## src/rtl/mdr_pkg.sv

```systemverilog
// Shared types and constants of the multiplicative digital root binner.
`timescale 1ns / 1ps
`default_nettype none

package mdr_pkg;

  localparam int unsigned VALUE_W        = 64;
  localparam int unsigned DIGIT_W        = 4;
  localparam int unsigned BASE_W         = 5;
  localparam int unsigned MODE_W         = 2;
  localparam int unsigned STATUS_W       = 2;
  localparam int unsigned CFG_INDEX_W    = 2;
  localparam int unsigned CFG_DATA_W     = 5;
  localparam int unsigned BITS_PER_CYCLE = 8;
  localparam int unsigned DIV_CYCLES     = VALUE_W / BITS_PER_CYCLE;
  localparam int unsigned CNT_W          = $clog2(DIV_CYCLES);

  localparam logic [CFG_INDEX_W-1:0] REG_NEGATIVE_MODE = 2'd0;
  localparam logic [CFG_INDEX_W-1:0] REG_DIGIT_BASE    = 2'd1;

  localparam logic [MODE_W-1:0] MODE_MAGNITUDE = 2'd0;
  localparam logic [MODE_W-1:0] MODE_DROP      = 2'd1;
  localparam logic [MODE_W-1:0] MODE_REJECT    = 2'd2;

  localparam logic [STATUS_W-1:0] STATUS_BINNED   = 2'd0;
  localparam logic [STATUS_W-1:0] STATUS_DROPPED  = 2'd1;
  localparam logic [STATUS_W-1:0] STATUS_REJECTED = 2'd2;

  localparam logic [BASE_W-1:0] BASE_MIN     = 5'd2;
  localparam logic [BASE_W-1:0] BASE_MAX     = 5'd16;
  localparam logic [BASE_W-1:0] BASE_DEFAULT = 5'd10;

  typedef enum logic [2:0] {
    ST_IDLE,
    ST_DIV,
    ST_MUL,
    ST_CHK,
    ST_FIN
  } ctrl_state_e;

  typedef struct packed {
    logic                load_item;
    logic                div_step;
    logic                mul_step;
    logic                new_round;
    logic                out_load;
    logic [STATUS_W-1:0] out_status;
  } dp_cmd_t;

  typedef struct packed {
    logic neg;
    logic step_last;
    logic quot_zero;
    logic prod_lt_base;
  } dp_sts_t;

endpackage

`default_nettype wire

```

## src/rtl/mdr_datapath.sv

```systemverilog
// Datapath: digit division, digit product, round check and result register.
`timescale 1ns / 1ps
`default_nettype none

module mdr_datapath (
  input  wire logic                            clk_i,
  input  wire logic                            rst_ni,
  input  wire logic [mdr_pkg::VALUE_W-1:0]     value_i,
  input  wire logic [mdr_pkg::BASE_W-1:0]      cfg_base_i,
  input  wire mdr_pkg::dp_cmd_t                cmd_i,
  output mdr_pkg::dp_sts_t                     sts_o,
  output logic [mdr_pkg::DIGIT_W-1:0]          root_bin_o,
  output logic [mdr_pkg::STATUS_W-1:0]         status_o
);
  import mdr_pkg::*;

  logic [VALUE_W-1:0]  dvd_q, dvd_d;
  logic [VALUE_W-1:0]  prod_q, prod_d;
  logic [DIGIT_W-1:0]  rem_q, rem_d;
  logic [BASE_W-1:0]   base_q, base_d;
  logic [CNT_W-1:0]    cnt_q, cnt_d;
  logic [DIGIT_W-1:0]  root_q;
  logic [STATUS_W-1:0] status_q;

  logic [VALUE_W-1:0]  mag;
  logic [BASE_W-1:0]   base_clamped;
  logic [VALUE_W-1:0]  step_dvd;
  logic [DIGIT_W-1:0]  step_rem;
  logic [VALUE_W-1:0]  mul_res;

  assign mag = value_i[VALUE_W-1] ? (~value_i + VALUE_W'(1)) : value_i;

  always_comb begin
    if (cfg_base_i < BASE_MIN) begin
      base_clamped = BASE_MIN;
    end else if (cfg_base_i > BASE_MAX) begin
      base_clamped = BASE_MAX;
    end else begin
      base_clamped = cfg_base_i;
    end
  end

  // Restoring division by the base, several quotient bits per cycle.
  always_comb begin
    logic [VALUE_W-1:0] dvd_v;
    logic [DIGIT_W-1:0] rem_v;
    logic [BASE_W-1:0]  trial_v;
    dvd_v = dvd_q;
    rem_v = rem_q;
    for (int i = 0; i < BITS_PER_CYCLE; i++) begin
      trial_v = {rem_v, dvd_v[VALUE_W-1]};
      dvd_v   = {dvd_v[VALUE_W-2:0], 1'b0};
      if (trial_v >= base_q) begin
        trial_v  = trial_v - base_q;
        dvd_v[0] = 1'b1;
      end
      rem_v = trial_v[DIGIT_W-1:0];
    end
    step_dvd = dvd_v;
    step_rem = rem_v;
  end

  assign mul_res = prod_q * {{(VALUE_W-DIGIT_W){1'b0}}, rem_q};

  always_comb begin
    dvd_d  = dvd_q;
    prod_d = prod_q;
    rem_d  = rem_q;
    base_d = base_q;
    cnt_d  = cnt_q;
    if (cmd_i.load_item) begin
      dvd_d  = mag;
      prod_d = VALUE_W'(1);
      rem_d  = '0;
      base_d = base_clamped;
      cnt_d  = '0;
    end else if (cmd_i.div_step) begin
      dvd_d = step_dvd;
      rem_d = step_rem;
      cnt_d = cnt_q + CNT_W'(1);
    end else if (cmd_i.mul_step) begin
      prod_d = mul_res;
      rem_d  = '0;
      cnt_d  = '0;
    end else if (cmd_i.new_round) begin
      dvd_d  = prod_q;
      prod_d = VALUE_W'(1);
      rem_d  = '0;
      cnt_d  = '0;
    end
  end

  always_ff @(posedge clk_i or negedge rst_ni) begin
    if (!rst_ni) begin
      cnt_q <= '0;
    end else begin
      cnt_q <= cnt_d;
    end
  end

  always_ff @(posedge clk_i) begin
    dvd_q  <= dvd_d;
    prod_q <= prod_d;
    rem_q  <= rem_d;
    base_q <= base_d;
    if (cmd_i.out_load) begin
      status_q <= cmd_i.out_status;
      root_q   <= (cmd_i.out_status == STATUS_BINNED) ? prod_q[DIGIT_W-1:0] : '0;
    end
  end

  assign sts_o.neg          = value_i[VALUE_W-1];
  assign sts_o.step_last    = (cnt_q == CNT_W'(DIV_CYCLES - 1));
  assign sts_o.quot_zero    = (dvd_q == '0);
  assign sts_o.prod_lt_base = (prod_q < {{(VALUE_W-BASE_W){1'b0}}, base_q});

  assign root_bin_o = root_q;
  assign status_o   = status_q;

endmodule

`default_nettype wire

```

## src/rtl/mdr_ctrl.sv

```systemverilog
// Controller: sequences digit rounds and owns the input and output handshakes.
`timescale 1ns / 1ps
`default_nettype none

module mdr_ctrl (
  input  wire logic                        clk_i,
  input  wire logic                        rst_ni,
  input  wire logic                        in_valid_i,
  output logic                             in_ready_o,
  output logic                             out_valid_o,
  input  wire logic                        out_ready_i,
  input  wire logic [mdr_pkg::MODE_W-1:0]  cfg_mode_i,
  input  wire mdr_pkg::dp_sts_t            sts_i,
  output mdr_pkg::dp_cmd_t                 cmd_o
);
  import mdr_pkg::*;

  ctrl_state_e         state_q, state_d;
  logic [STATUS_W-1:0] pend_q, pend_d;
  logic                out_valid_q, out_valid_d;
  logic                out_free;

  assign out_free = !out_valid_q || out_ready_i;

  always_comb begin
    state_d        = state_q;
    pend_d         = pend_q;
    cmd_o          = '0;
    cmd_o.out_status = pend_q;
    in_ready_o     = 1'b0;
    unique case (state_q)
      ST_IDLE: begin
        in_ready_o = 1'b1;
        if (in_valid_i) begin
          if (sts_i.neg && (cfg_mode_i != MODE_MAGNITUDE)) begin
            pend_d  = (cfg_mode_i == MODE_DROP) ? STATUS_DROPPED : STATUS_REJECTED;
            state_d = ST_FIN;
          end else begin
            pend_d          = STATUS_BINNED;
            cmd_o.load_item = 1'b1;
            state_d         = ST_DIV;
          end
        end
      end
      ST_DIV: begin
        cmd_o.div_step = 1'b1;
        if (sts_i.step_last) begin
          state_d = ST_MUL;
        end
      end
      ST_MUL: begin
        cmd_o.mul_step = 1'b1;
        state_d = sts_i.quot_zero ? ST_CHK : ST_DIV;
      end
      ST_CHK: begin
        if (sts_i.prod_lt_base) begin
          state_d = ST_FIN;
        end else begin
          cmd_o.new_round = 1'b1;
          state_d         = ST_DIV;
        end
      end
      ST_FIN: begin
        if (out_free) begin
          cmd_o.out_load = 1'b1;
          state_d        = ST_IDLE;
        end
      end
      default: begin
        state_d = ST_IDLE;
      end
    endcase
  end

  assign out_valid_d = cmd_o.out_load || (out_valid_q && !out_ready_i);

  always_ff @(posedge clk_i or negedge rst_ni) begin
    if (!rst_ni) begin
      state_q     <= ST_IDLE;
      pend_q      <= STATUS_BINNED;
      out_valid_q <= 1'b0;
    end else begin
      state_q     <= state_d;
      pend_q      <= pend_d;
      out_valid_q <= out_valid_d;
    end
  end

  assign out_valid_o = out_valid_q;

endmodule

`default_nettype wire

```

## src/rtl/multiplicative_digital_root_binner_unit.sv

```systemverilog
// Top level of the multiplicative digital root binner: config registers and wiring.
`timescale 1ns / 1ps
`default_nettype none

// Each transfer on the input carries one signed 64-bit value; each transfer
// on the output carries its bin (the multiplicative digital root in the
// configured base, clamped to 2..16) and a status. One item is in work at a
// time. With the output register free, a negative value that is dropped or
// rejected passes from idle to the finish state, which then loads the output
// register and raises output valid. For a binned value the digit divider
// yields 8 quotient bits per cycle; each digit of the 64-bit word takes its
// divide steps and then one multiply step, and each round ends with one
// compare step. Later rounds work on much smaller products but still walk all
// 64 bits per digit. A finished result waits in the output register while
// the next input transfer is taken. Write configuration only while the block
// is idle.
module multiplicative_digital_root_binner_unit (
  input  wire logic                              clk_i,
  input  wire logic                              rst_ni,
  input  wire logic                              in_valid_i,
  output logic                                   in_ready_o,
  input  wire logic signed [mdr_pkg::VALUE_W-1:0] value_i,
  output logic                                   out_valid_o,
  input  wire logic                              out_ready_i,
  output logic [mdr_pkg::DIGIT_W-1:0]            root_bin_o,
  output logic [mdr_pkg::STATUS_W-1:0]           status_o,
  input  wire logic                              cfg_we_i,
  input  wire logic [mdr_pkg::CFG_INDEX_W-1:0]   cfg_index_i,
  input  wire logic [mdr_pkg::CFG_DATA_W-1:0]    cfg_data_i
);
  import mdr_pkg::*;

  logic [MODE_W-1:0] mode_q;
  logic [BASE_W-1:0] base_q;
  dp_cmd_t           cmd;
  dp_sts_t           sts;

  // Hold the two config registers; writes to unknown indexes are ignored.
  always_ff @(posedge clk_i or negedge rst_ni) begin
    if (!rst_ni) begin
      mode_q <= MODE_REJECT;
      base_q <= BASE_DEFAULT;
    end else if (cfg_we_i) begin
      unique case (cfg_index_i)
        REG_NEGATIVE_MODE: mode_q <= cfg_data_i[MODE_W-1:0];
        REG_DIGIT_BASE:    base_q <= cfg_data_i[BASE_W-1:0];
        default: begin
        end
      endcase
    end
  end

  // Sequence the divide, multiply and round-check steps.
  mdr_ctrl u_ctrl (
    .clk_i       (clk_i),
    .rst_ni      (rst_ni),
    .in_valid_i  (in_valid_i),
    .in_ready_o  (in_ready_o),
    .out_valid_o (out_valid_o),
    .out_ready_i (out_ready_i),
    .cfg_mode_i  (mode_q),
    .sts_i       (sts),
    .cmd_o       (cmd)
  );

  // Magnitude, base clamp, digit divider, product and output register.
  mdr_datapath u_dp (
    .clk_i      (clk_i),
    .rst_ni     (rst_ni),
    .value_i    (value_i),
    .cfg_base_i (base_q),
    .cmd_i      (cmd),
    .sts_o      (sts),
    .root_bin_o (root_bin_o),
    .status_o   (status_o)
  );

endmodule

`default_nettype wire

```

## config.mk

```make
export PLATFORM = sky130hd
export DESIGN_NAME = multiplicative_digital_root_binner_unit
export DESIGN_NICKNAME = d
export VERILOG_FILES = /design/src/rtl/mdr_pkg.sv /design/src/rtl/mdr_datapath.sv /design/src/rtl/mdr_ctrl.sv /design/src/rtl/multiplicative_digital_root_binner_unit.sv
export SDC_FILE = /design/constraint.sdc
export NUM_CORES = 1
export LEC_CHECK = 0
export ABC_AREA = 1
export BUFFER_PORTS_ARGS = -buffer_cell sky130_fd_sc_hd__buf_2
export CAP_MARGIN = 25
export CORE_AREA = 4 4 165 206
export DETAILED_ROUTE_END_ITERATION = 6
export DIE_AREA = 0 0 169 210
export PLACE_DENSITY = 0.89
export SYNTH_ARGS = -nofsm -noshare
export SYNTH_HDL_FRONTEND = slang
export SYNTH_SLANG_ARGS = --single-unit
```

## constraint.sdc

```tcl
create_clock -name clk_i -period 14.1 [get_ports clk_i]
set_input_delay 2.82 -clock clk_i [delete_from_list [all_inputs] [get_ports clk_i]]
set_output_delay 2.82 -clock clk_i [all_outputs]
set_load 0.1 [all_outputs]
```

==> results.md, run 1 <==
* Die width at 169 um
* Hold WC Path Type: flip-flop to flip-flop
* Fin crit share at 83.5%
* Via count of the first global-routing pass at 21.1k
* Failing checks: DRC
* Final non-filler cell area at 0.0218 mm2
* Grt total ovfl at 0
* Num ports at 84
* Setup violators final at 0
* Final wirelength at 70300 um
* Post-route setup TNS at 0 ps
* Max cap viols at 0
* Synth area leaders: nand2_1 (20%), fa_1 (13%), inv_1 (11%), edfxtp_1 (11%), ha_1 (6.7%)
* Final Slew Violations at 0
* Clk buf depth at 2
* GRT Overall Usage at 39.0%
* Final ANT Viol Nets at 0
* Minimum clock period at 11780 ps
* Synthesized flop and latch total at 159
* Peak Freq at 84.9 MHz
* Main synth FF type: edfxtp_1
* Most frequent cells in the layout: nand2_1 (1113), inv_1 (623), nand3_1 (223), nor2_1 (222), a21oi_1 (172)
* Slew HR at 37.9%
* # rows at 73
* Seq/Total Area, Yosys at 19.5%
* Clock latency on the worst-skew pair at 460 ps
* Die area at 0.0355 mm2
* CP Class: flip-flop to flip-flop
* DIE HEIGHT at 210 um
* Top-area cell type share of the netlist area at 20.3%
* Distinct cells, synth at 50
* Fin nets at 3620
* Postcts setup bufs at 0
* Initial Util at 64.6%
* Number of antenna violations at the first check in global routing at 0
* Post-synth EDFFs at 75
* Cell area power density at 46.8 mW/mm2
* # diodes at 0
* Hold_buf cts at 0
* Core area at 0.0319 mm2
* Vias per cell at 5.89
* Async set-reset flop share out of synthesis at 10.1%
* Crit-path slowest cell: edfxtp_1
* Iteration-0 DRC Markers at 2632
* Overall Power at 1.02 mW
* Clk sink count at 159
* Max incr delay on CP at 770 ps
* Leakage at 12.0 nW
* Crit end category: flip-flop
* Max VDD drop at 0.0988 mV
* Worst-path clk slew at 70 ps
* 1st-pass router iterations at 7
* Cell Area, Synth at 0.0206 mm2
* Top cell type by total area after synthesis: nand2_1
* Gates resized, CTS repair at 0
* Commonest non-fill, non-tap cell in the layout: nand2_1
* Port Buffer Count at 83
* Warnings from Yosys at 0
* Synth Net Count at 3591
* Hpwl dp at 55400 um
* H-tree depth at 4
* Clock Skews at 11.9 ps
* Largest fanout on the critical path at 10
* Run status: complete, but fails checks
* Dpl cell area at 0.0212 mm2
* First-pass GRT wire length at 110000 um
* Final Hold Vio Count at 0
* CP arrival at 12180 ps
* Non-filler instance count after layout at 3729
* Layout Area Growth over Synthesis at 5.89%
* Gpl congestion at 1.02
* CTS Buf Count at 17
* TritonCTS clock tree: yes
* Crit path top cell by count: nand2_1
* WL/cell at 18.9 um
* Largest net degree at the start of global routing at 73
* Clock root cell: clkbuf_16
* Share of post-route cells with drive strength above 1 at 6.54%
* Via count at 22.0k
* DRC at 1
* Critical Path RT at 14500 ps
* Cells after Synth at 3275
* Unrepaired setup endpoints after global routing: false
* Placed cell count at 3697
* Startpoint Class: flip-flop
* Post-layout util at 68.4%
* Worst Tran Pin Value at 932 ps
* Post-synthesis area per instance at 6.29 um2
==> registers in the layout (all words and copies together), names as in the netlist <==
signal	count
base_q	5
mode_q	2
u_ctrl.out_valid_o	1
u_ctrl.pend_q	2
u_ctrl.state_q	3
u_dp.base_q	5
u_dp.cnt_q	3
u_dp.dvd_q	64
u_dp.prod_q	64
u_dp.rem_q	4
u_dp.root_bin_o	4
u_dp.status_o	2
==> metrics by stage <==
step	setup WS (ps)	hold WS (ps)
after floorplan	4370	432
after global placement	2480	443
after detailed placement	2400	449
after CTS	2340	456
after global routing	985	495
final	2320	455
==> power breakdown <==
| group | internal [mW] | total, mW | switching [mW] |
|---|---|---|---|
| clock | 0.249 | 0.472 | 0.223 |
| combinational | 0.0205 | 0.0630 | 0.0425 |
| sequential | 0.484 | 0.486 | 0.00210 |
| total | 0.754 | 1.02 | 0.267 |
==> critical path: cells and delay by family, from the launching register on <==
family / cells / cell delay (ps)
flops: 1 / 770
compound gates: 18 / 3730
simple gates: 35 / 3510
buf+inv: 7 / 1180
fa+ha+maj: 8 / 2550
==> synthesized netlist by cell type (all sizes together) (38+ instances only) <==
cell type,instances
nand2,1126
a22oi,54
ha,111
nor2,234
dfxtp,68
o21ai,126
buf,48
nand4,38
inv,633
nand3,237
clkbuf,38
a21oi,174
edfxtp,75
fa,129
==> logic make-up after synthesis <==
kind of cell / Yosys count / share of synthesized area (%)
compound gates: 392 / 10.8
flops: 159 / 19.5
fa+ha+maj: 240 / 19.3
buf+inv: 719 / 13.5
xor+xnor: 28 / 1.19
simple gates: 1737 / 35.7
==> cell type report <==
class                   count  area, um2
flip-flops and latches    159       4020
repair buffers             96        513
multi-input cells        2397      13800
well taps                 412        515
clock inverters            15        145
clock buffers              17        425
fillers                  2833      10100
inverters                 633       2380
==> final timing paths <==
| kind | end | slack, ps | cells after the start | from |
|---|---|---|---|---|
| worst max-delay path | u_dp.rem_q[3] | 2320 | 68 | u_dp.base_q[1] |
| worst min-delay path | u_dp.status_o[1] | 460 | 0 | u_ctrl.pend_q[1] |
| worst max register to register | u_dp.rem_q[3] | 2320 | 68 | u_dp.base_q[1] |
| worst min register to register | u_dp.status_o[1] | 460 | 0 | u_ctrl.pend_q[1] |
| max in group asynchronous | base_q[1] | 11530 | 1 | rst_ni |
| min in group asynchronous | u_dp.cnt_q[0] | 2260 | 1 | rst_ni |
==> routing by layer <==
layer,up-vias,track usage (%),routed length [um]
met5,-,0,0
met4,0,20.2,4320
met3,286,6.90,7450
met2,1374,62.6,31700
met1,9967,50.7,26800
li1,10300,-,-
Power figures use the tool's default switching activity.
==> run 2: changes to the inputs <==
--- a/config.mk
+++ b/config.mk
@@ -5,13 +5,13 @@
 export SDC_FILE = /design/constraint.sdc
 export NUM_CORES = 1
 export LEC_CHECK = 0
-export ABC_AREA = 1
+export ABC_AREA = 0
 export BUFFER_PORTS_ARGS = -buffer_cell sky130_fd_sc_hd__buf_2
 export CAP_MARGIN = 25
-export CORE_AREA = 4 4 165 206
+export CORE_AREA = 4 4 159 200
 export DETAILED_ROUTE_END_ITERATION = 6
-export DIE_AREA = 0 0 169 210
-export PLACE_DENSITY = 0.89
+export DIE_AREA = 0 0 163 204
+export PLACE_DENSITY = 0.84
 export SYNTH_ARGS = -nofsm -noshare
 export SYNTH_HDL_FRONTEND = slang
 export SYNTH_SLANG_ARGS = --single-unit
==> constraint.sdc (replaced) <==
create_clock -name clk_i -period 10.8 [get_ports clk_i]
set_input_delay 2.16 -clock clk_i [delete_from_list [all_inputs] [get_ports clk_i]]
set_output_delay 2.16 -clock clk_i [all_outputs]
set_load 0.1 [all_outputs]
==> results.md, run 2 <==
* Run status: complete, but fails checks
* Failing checks: setup timing
* CP arrival at 11410 ps
* Hold_buf cts at 0
* Grt total ovfl at 0
* Leakage at 8.68 nW
* Commonest cells in the netlist: nand2_1 (324), inv_1 (174), fa_1 (129)
* Clk buf depth at 2
* Critical Path RT at 11140 ps
* Seq/Total Area, Yosys at 23.4%
* Layout Area Growth over Synthesis at 10.6%
* Clock latency on the worst-skew pair at 450 ps
* Hpwl dp at 38700 um
* Slew HR at 37.5%
* Startpoint Class: flip-flop
* FILL cells at 2557
* Initial Util at 57.4%
* Largest fanout on the critical path at 4
* Iteration-0 DRC Markers at 1689
* # diodes at 0
* Main synth FF type: edfxtp_1
* Clock root cell: clkbuf_16
* Crit end category: flip-flop
* First-pass GRT wire length at 83700 um
* Post-synth EDFFs at 75
* Gpl congestion at 0.963
* Num ports at 84
* Async set-reset flop share out of synthesis at 10.1%
* Cell area power density at 69.6 mW/mm2
* DRC at 0
* Synth Net Count at 2356
* Dpl cell area at 0.0181 mm2
* Minimum clock period at 11070 ps
* Distinct cells, synth at 74
* Port Buffer Count at 83
* Final worst setup slack at -274 ps
* Share of post-route cells with drive strength above 1 at 12.7%
* Clock Skews at 14.9 ps
* Final Slew Violations at 0
* CP Class: flip-flop to flip-flop
* Largest registers: u_dp.dvd_q: 64 flops, u_dp.prod_q: 64 flops
* Warnings from Yosys at 0
* Max incr delay on CP at 440 ps
* Clk sink count at 159
* Max VDD drop at 0.115 mV
* Largest net degree at the start of global routing at 71
* Flip-flop and latch area at 0.00402 mm2
* Synth area leaders: fa_1 (15%), edfxtp_1 (13%), ha_1 (8.1%), dfxtp_1 (7.9%), nand2_1 (7.1%)
* Placed cell count at 2452
* Post-synthesis area per instance at 8.40 um2
* Via count at 16.0k
* Hold WS at 485 ps
* Max cap viols at 0
* TritonCTS clock tree: yes
* Die width at 163 um
* DIE HEIGHT at 204 um
* Buffers plus inverters on the worst setup path at 8
* CTS Buf Count at 17
* Most frequent cells in the layout: nand2_1 (321), inv_1 (166), fa_1 (129), a21oi_1 (108), ha_1 (99)
* Cells after Synth at 2040
* 1st-pass router iterations at 7
* Vias per cell at 6.40
* Area of the multi-input gates at 0.0123 mm2
* Via count of the first global-routing pass at 15.9k
* GRT Overall Usage at 31.6%
* Fin crit share at 103%
* Worst Tran Pin Value at 938 ps
* Most common cell in the synthesized netlist: nand2_1
* Largest delay contributor family on the critical path: compound AO/OA/AOI/OAI gates
* Final ANT Viol Nets at 0
* Post-layout util at 63.5%
* Place WS at -339 ps
* Top cell type by total area after synthesis: fa_1
* Fin nets at 2407
* Crit-path slowest cell: edfxtp_1
* # rows at 71
* Final non-filler cell area at 0.0190 mm2
* Die area at 0.0333 mm2
* Cell Area, Synth at 0.0171 mm2
* Synthesized flop and latch total at 159
* Number of antenna violations at the first check in global routing at 1
* Hold WC Path Type: flip-flop to flip-flop
* Unrepaired setup endpoints after global routing: true
* Crit path top cell by count: a21o_1
* Final Hold Vio Count at 0
* Final wirelength at 52500 um
* Worst-path clk slew at 70 ps
* Commonest non-fill, non-tap cell in the layout: nand2_1
* Non-filler instance count after layout at 2505
* Peak Freq at 90.3 MHz
* Setup violators final at 5
* WL/cell at 21.0 um
* H-tree depth at 4
* Top-area cell type share of the netlist area at 15.1%
* Core area at 0.0298 mm2
## run 2: changes by cell type after synthesis, sizes merged, moves of 44 or more
cell,delta
nand2,-802
and2,+67
clkbuf,+68
buf,-45
a21oi,-65
a21o,+44
inv,-458
nor2,-164
nand3,-199
xor2,+69
## run 2: metal layers
layer  track usage (%)  up-vias  part of all wire, %
li1                  -     7207                    -
met1              39.3     7686                   37
met2              51.7      899                   47
met3              5.04      233                  9.0
met4              19.3        2                  6.8
met5                 0        -                0.019
## run 2: worst register-to-register path, delay by kind of cell, from the launching register on
family                     cells  cell delay [ps]
AOI/OAI and AO/OA             33             5460
adders and majority gates      8             1650
buffers and inverters          8              640
DFF                            1              440
muxes                          7             1950
and+or+nand+nor                9              860
## run 2: repair_timing
action | in CTS | in global routing
setup endpoints to repair | 5 | 6
setup buffers | 15 | 6
pin swaps | 23 | 22
resized for setup | 8 | 22
## run 2: metrics by stage
stage	power (mW)	setup TNS (ps)
after global routing	1.35	-3320
after detailed placement	0.727	-1460
final	1.32	-1210
after global placement	0.725	-65.9
after floorplan	0.688	-2740
after CTS	1.32	-957
## run 2: where the power goes
part / switching (mW) / total (mW) / internal, mW
logic: 0.0475 / 0.0790 / 0.0316
registers: 0.00544 / 0.639 / 0.634
clock network: 0.265 / 0.602 / 0.337
total: 0.318 / 1.32 / 1.00
## run 2: path summary, 6_finish.rpt
check	startpoint	to	slack, ps	depth (start not counted)
setup / recovery	u_dp.base_q[1]	u_dp.rem_q[1]	-270	65
hold / removal	u_ctrl.pend_q[1]	u_dp.status_o[1]	490	0
setup reg to reg	u_dp.base_q[1]	u_dp.rem_q[1]	-270	65
hold reg to reg	u_ctrl.pend_q[1]	u_dp.status_o[1]	490	0
max in group asynchronous	rst_ni	mode_q[1]	8860	1
min in group asynchronous	rst_ni	u_ctrl.state_q[0]	1620	1
## run 2: final cells by class
cell class	count	share of cell area, %
sequential	159	21.2
clock buffer	23	2.69
multi-input combinational	1597	65.1
timing repair buffer	141	4.51
tap	401	2.65
clock inverter	9	0.370
inverter	175	3.49
## run 2: kinds of logic after synthesis
kind of cell / synth area share [%]
AO/OA/AOI/OAI: 19.4
XOR/XNOR: 6.95
adder cells (fa/ha/maj): 23.2
buffers and inverters: 6.22
flip-flops: 23.4
multiplexers: 2.16
AND/OR/NAND/NOR: 18.6
